===== config.mk =====
export PLATFORM = sky130hd
export DESIGN_NAME = eafr_ram
export DESIGN_NICKNAME = d
export VERILOG_FILES = /design/src/sv/eafr_ram.sv
export SDC_FILE = /design/constraint.sdc
export NUM_CORES = 2
export LEC_CHECK = 0
export BUFFER_PORTS_ARGS = -buffer_cell sky130_fd_sc_hd__buf_2
export CORE_MARGIN = 5
export CORE_UTILIZATION = 40
export DETAILED_ROUTE_END_ITERATION = 10
export PLACE_DENSITY_LB_ADDON = 0.3
export SYNTH_ARGS = -nofsm -noshare
export SYNTH_HDL_FRONTEND = slang
export SYNTH_SLANG_ARGS = --single-unit

===== constraint.sdc =====
create_clock -name clock -period 4.99 [get_ports clock]
set_clock_uncertainty 0.05 [all_clocks]
set_input_delay 0.499 -clock clock [delete_from_list [all_inputs] [get_ports clock]]
set_output_delay 0.499 -clock clock [all_outputs]
set_load 0.01 [all_outputs]

===== src/sv/eafr_ram.sv =====
// ----------------------------------------------------------------------------
// eafr_ram: generic simple dual-port RAM
// One write port, one read port with enable and registered read data.
// ----------------------------------------------------------------------------
module eafr_ram #(
   parameter int WIDTH = 8,
   parameter int DEPTH = 256
) (
   input  logic                     clock,
   input  logic                     wr_en,
   input  logic [$clog2(DEPTH)-1:0] wr_addr,
   input  logic [WIDTH-1:0]         wr_data,
   input  logic                     rd_en,
   input  logic [$clog2(DEPTH)-1:0] rd_addr,
   output logic [WIDTH-1:0]         rd_data
);

   logic [WIDTH-1:0] mem_ff [DEPTH];
   logic [WIDTH-1:0] rd_data_ff;

   always_ff @(posedge clock) begin
      if (wr_en) begin
         mem_ff[wr_addr] <= wr_data;
      end
      // read data holds when no read is issued
      if (rd_en) begin
         rd_data_ff <= mem_ff[rd_addr];
      end
   end

   assign rd_data = rd_data_ff;

endmodule


Yosys cells after proc, flatten, opt, wreduce, memory -nomap -nowiden
Memory sizes are Yosys's and may differ from the RTL's. A register that Yosys moved wholly into a read port is not among the register bits.
Index checks and enable logic that the tools add are counted.

word-level totals
  bits in writable memories = 2048
  logic and storage cells = 3
  flip-flop bits (word level) = 0
  memories kept = 1

memories
  memory  depth  bits a word  rd ports  clocked after memory_dff  wr ports  line  source
  mem_ff  256    8            1         1                         1         18    logic [WIDTH-1:0] mem_ff [DEPTH];

operators by class
  muxes and demuxes = 2

operators by type and width
  operator          count
  2-to-1 mux 1 bit  2

Depth between registers and ports, before layout
  depth in word-level cells = 2
  mapped depth = 11
  gate-level depth less buffers = 6

Worst setup path before layout
OpenSTA, ideal clock, no wires.

  path type = input -> register
  start = in rd_addr[0]
  end = reg rd_data_ff[2], in the netlist rd_data[2], read port of mem_ff, data pin
  path slack = 2365 ps
  data arrival time = 2306 ps
  stages = 9
  required time = 4671 ps
  path through = buf_6 buf_12 buf_8 buf_2 mux4_2 a22oi_1 a21oi_1 nor4_1 nor4_2

RTL lines
  item         line  source
  from (decl)  14    input logic [$clog2(DEPTH)-1:0] rd_addr,
  to (decl)    19    logic [WIDTH-1:0] rd_data_ff;

==> impl_metrics.toml <==
[run_status]
run_status = "completed"

[setup_path]
critical-path-max-stage-delay_ps = 880
critical_path_peak_fanout = 73
critical_path.startpoint = "rd_addr[0]"
r2r_slack_ps = 1880
arrival_ps = 4380
critPathSlowestCell = "sky130_fd_sc_hd__o32ai_1"
crit_required_ps = 5580
crit_path_cell_trace = "buf_8 -> buf_12 -> buf_4 -> mux2i_1 -> o221ai_1 -> a21oi_1 -> o32ai_1 -> nor3_1 -> nor4_1"
worst_r2r_startpoint = "mem_ff[83][3]"
nature_of_the_critical_path_startpoint = "input pin"
critical-path-top-delay-family = "compound AO/OA/AOI/OAI gates"
path_buf_inv = 3
crit_path_capture_type = "register"
path_class = "input pin to register"

[timing]
slew_headroom_pct = 20.51
totalNegativeSetupSlack_ps = 0
achievable-frequency_mhz = 264.4
timing.final.max_slew_violations = 0
rsz0062_at_grt = "no"
final.period_utilization_pct = 75.80
period_minus_slack_ps = 3782
timing_worst_slew_pin_value_ps = 1192
final-hold-violation-count = 0
final-setup-viol-count = 0

[die]
die_area_sq_um = 208100
io_pins = 35
die_h_um = 456.2
core.rowCount = 163
start_util_pct = 40.30
die_w_um = 456.2
core_region_sq_um = 197600

[detailed_routing]
dr_total_vias = 38861
detailedRoute.firstIterationViolations = 4734
first_pass_iters = 5
post_drt_wl_per_cell_um = 30.57
route.final.wire_length_um = 204700
detail_route.drc_violations = 0
antenna_violating_nets_post_route = 0
viasPerCell = 5.805

[layout]
postLayoutCellArea_sq_um = 89470
final_net_count = 3906
final-instance-count-excl-fill = 6694
fraction_of_layout_cells_with_a_size_suffix_above_1_pct = 22.53
area_growth_syn_to_layout_pct = 12.35

[clock_tree]
post-cts-setup-buffer-count = 0
clock_insertion_delay_worst_skew_ps = 850
cts.htree.levels = 4
ctsLongestPathBuffers = 3
cts_repair_resize_count = 0
cts_buf_count = 204
clockRootBuffer = "sky130_fd_sc_hd__clkbuf_16"
tritoncts_clock_tree = "done"
cts.reportedPaths.clkPinSlew_ps = 60
tritoncts_num_sinks = 2056
cts_hold_buf = 0

[synthesis]
unique_cell_type_count_in_the_yosys_netlist = 54
synthFlopType = "sky130_fd_sc_hd__edfxtp_1"
synth_seq_cells = 2056
post-synth-top-area-cell = "sky130_fd_sc_hd__edfxtp_1"
post_synth_design_cell_area_sq_um = 79640
synth-edff-count = 2056
synthDominantCellAreaShare_pct = 77.53
syn_avg_cell_area_sq_um = 21.33
yosys-top-cells-area = "sky130_fd_sc_hd__edfxtp_1, sky130_fd_sc_hd__mux4_2, sky130_fd_sc_hd__mux2i_1"
synthMostInstantiatedCell = "sky130_fd_sc_hd__edfxtp_1"
syn-instance-count = 3733
synthTopCellsByCount = "sky130_fd_sc_hd__edfxtp_1, sky130_fd_sc_hd__mux4_2, sky130_fd_sc_hd__nor2_1"
seq_area_frac_synth_pct = 77.53
synthesized_net_count = 3760
async_flop_share_pct = 0
total_number_of_yosys_warnings = 0

[placement]
post-place-cells = 6313
numPortBuffers = 34
hpwl_um = 127700
finalWeightedCongestion = 0.8415
placement.cell_area_sq_um = 83160

[power]
vdd.ir_drop.worst_mv = 0.3845
p_per_area_nw_per_um2 = 396.1
leakage_power_nw = 27.27

[global_route]
vias_in_the_first_global_route = 39058
pin_count_of_the_biggest_net_entering_global_routing = 134
grt_pass1_wl_um = 293200
grt_overflow = 0
number_of_antenna_violations_at_the_first_check_in_global_routing = 16
grt.total_usage_pct = 19.37

[hold_path]
min_path_type = "input pin to register"
hold_path_startpoint = "wr_data[0]"

[job]
maxCapViolations = 0
[state kept, by name (all words and copies together) (netlist names)]
signal and flops:
mem_ff 2048, rd_data 8
[metrics by stage]
stage	total power [mW]	utilization, %	setup WS, ps	hold slack (ps)
after floorplan	20.35	-	2365	547.9
after global placement	21.18	42.08	451.0	924.5
after detailed placement	21.20	42.08	516.0	941.3
after CTS	35.67	45.27	1405	18.83
after global routing	36.51	45.27	1228	27.99
final	35.44	45.28	1208	45.41
[final timing paths]
kind	to	depth (start not counted)
worst min register to register	rd_data[5]	6
worst max-delay path	rd_data[3]	9
worst max register to register	rd_data[3]	7
worst min-delay path	mem_ff[210][0]	1
[power breakdown]
| group | switching (mW) | total [mW] | internal [mW] | leakage [nW] |
|---|---|---|---|---|
| logic | 1.17 | 1.74 | 0.579 | 5.75 |
| clock network | 6.56 | 14.6 | 8.07 | 3.04 |
| registers | 0.0253 | 19.1 | 19.1 | 18.5 |
[final cells by class]
cell class	instances	area, sq um
inverter	2	7.507
clock inverter	108	937.1
fill	16454	108100
antenna	6	15.01
clock buffer	267	5363
tap	2640	3303
timing repair buffer	173	1594
multi-input combinational	1442	16520
sequential	2056	61740
[cell families (layout without fill, tap and decap cells)]
group / after synthesis / count (layout) / share of synthesized area (%)
and+or+nand+nor: 466 / 466 / 2.625
other: 0 / 6 / 0
buffers and inverters: 235 / 550 / 1.829
muxes: 591 / 591 / 14.60
AOI/OAI and AO/OA: 385 / 385 / 3.416
DFF: 2056 / 2056 / 77.53
[cell usage in the layout, fill, tap and decap left out, drive strengths merged, types with 2 or more instances in the layout]
master / n
bufinv: 9
o211ai: 10
clkinv: 87
clkinvlp: 5
a221oi: 14
nand3: 34
a211oi: 16
and2: 6
buf: 173
a21oi: 96
nand2: 33
inv: 9
o22ai: 28
edfxtp: 2056
clkbuf: 267
mux4: 456
a22oi: 133
a311oi: 2
nor2: 282
mux2i: 134
nand4: 10
a31oi: 2
a2111oi: 5
diode: 6
o221ai: 47
nand2b: 8
nor4: 27
o32ai: 5
and3b: 2
nor3: 22
o22a: 5
a22o: 8
o21ai: 12
nand3b: 2
nor2b: 31
or2: 4
[per-layer routing]
layer / up-vias / part of all wire (%) / track usage [%]
met4: 0 / 3.3 / 6.195
met1: 20823 / 42 / 27.83
met2: 1687 / 47 / 29.76
met5: - / 0 / 0
li1: 16026 / - / -
met3: 325 / 8.3 / 4.209
No activity file was read; power rests on OpenSTA's default activity.
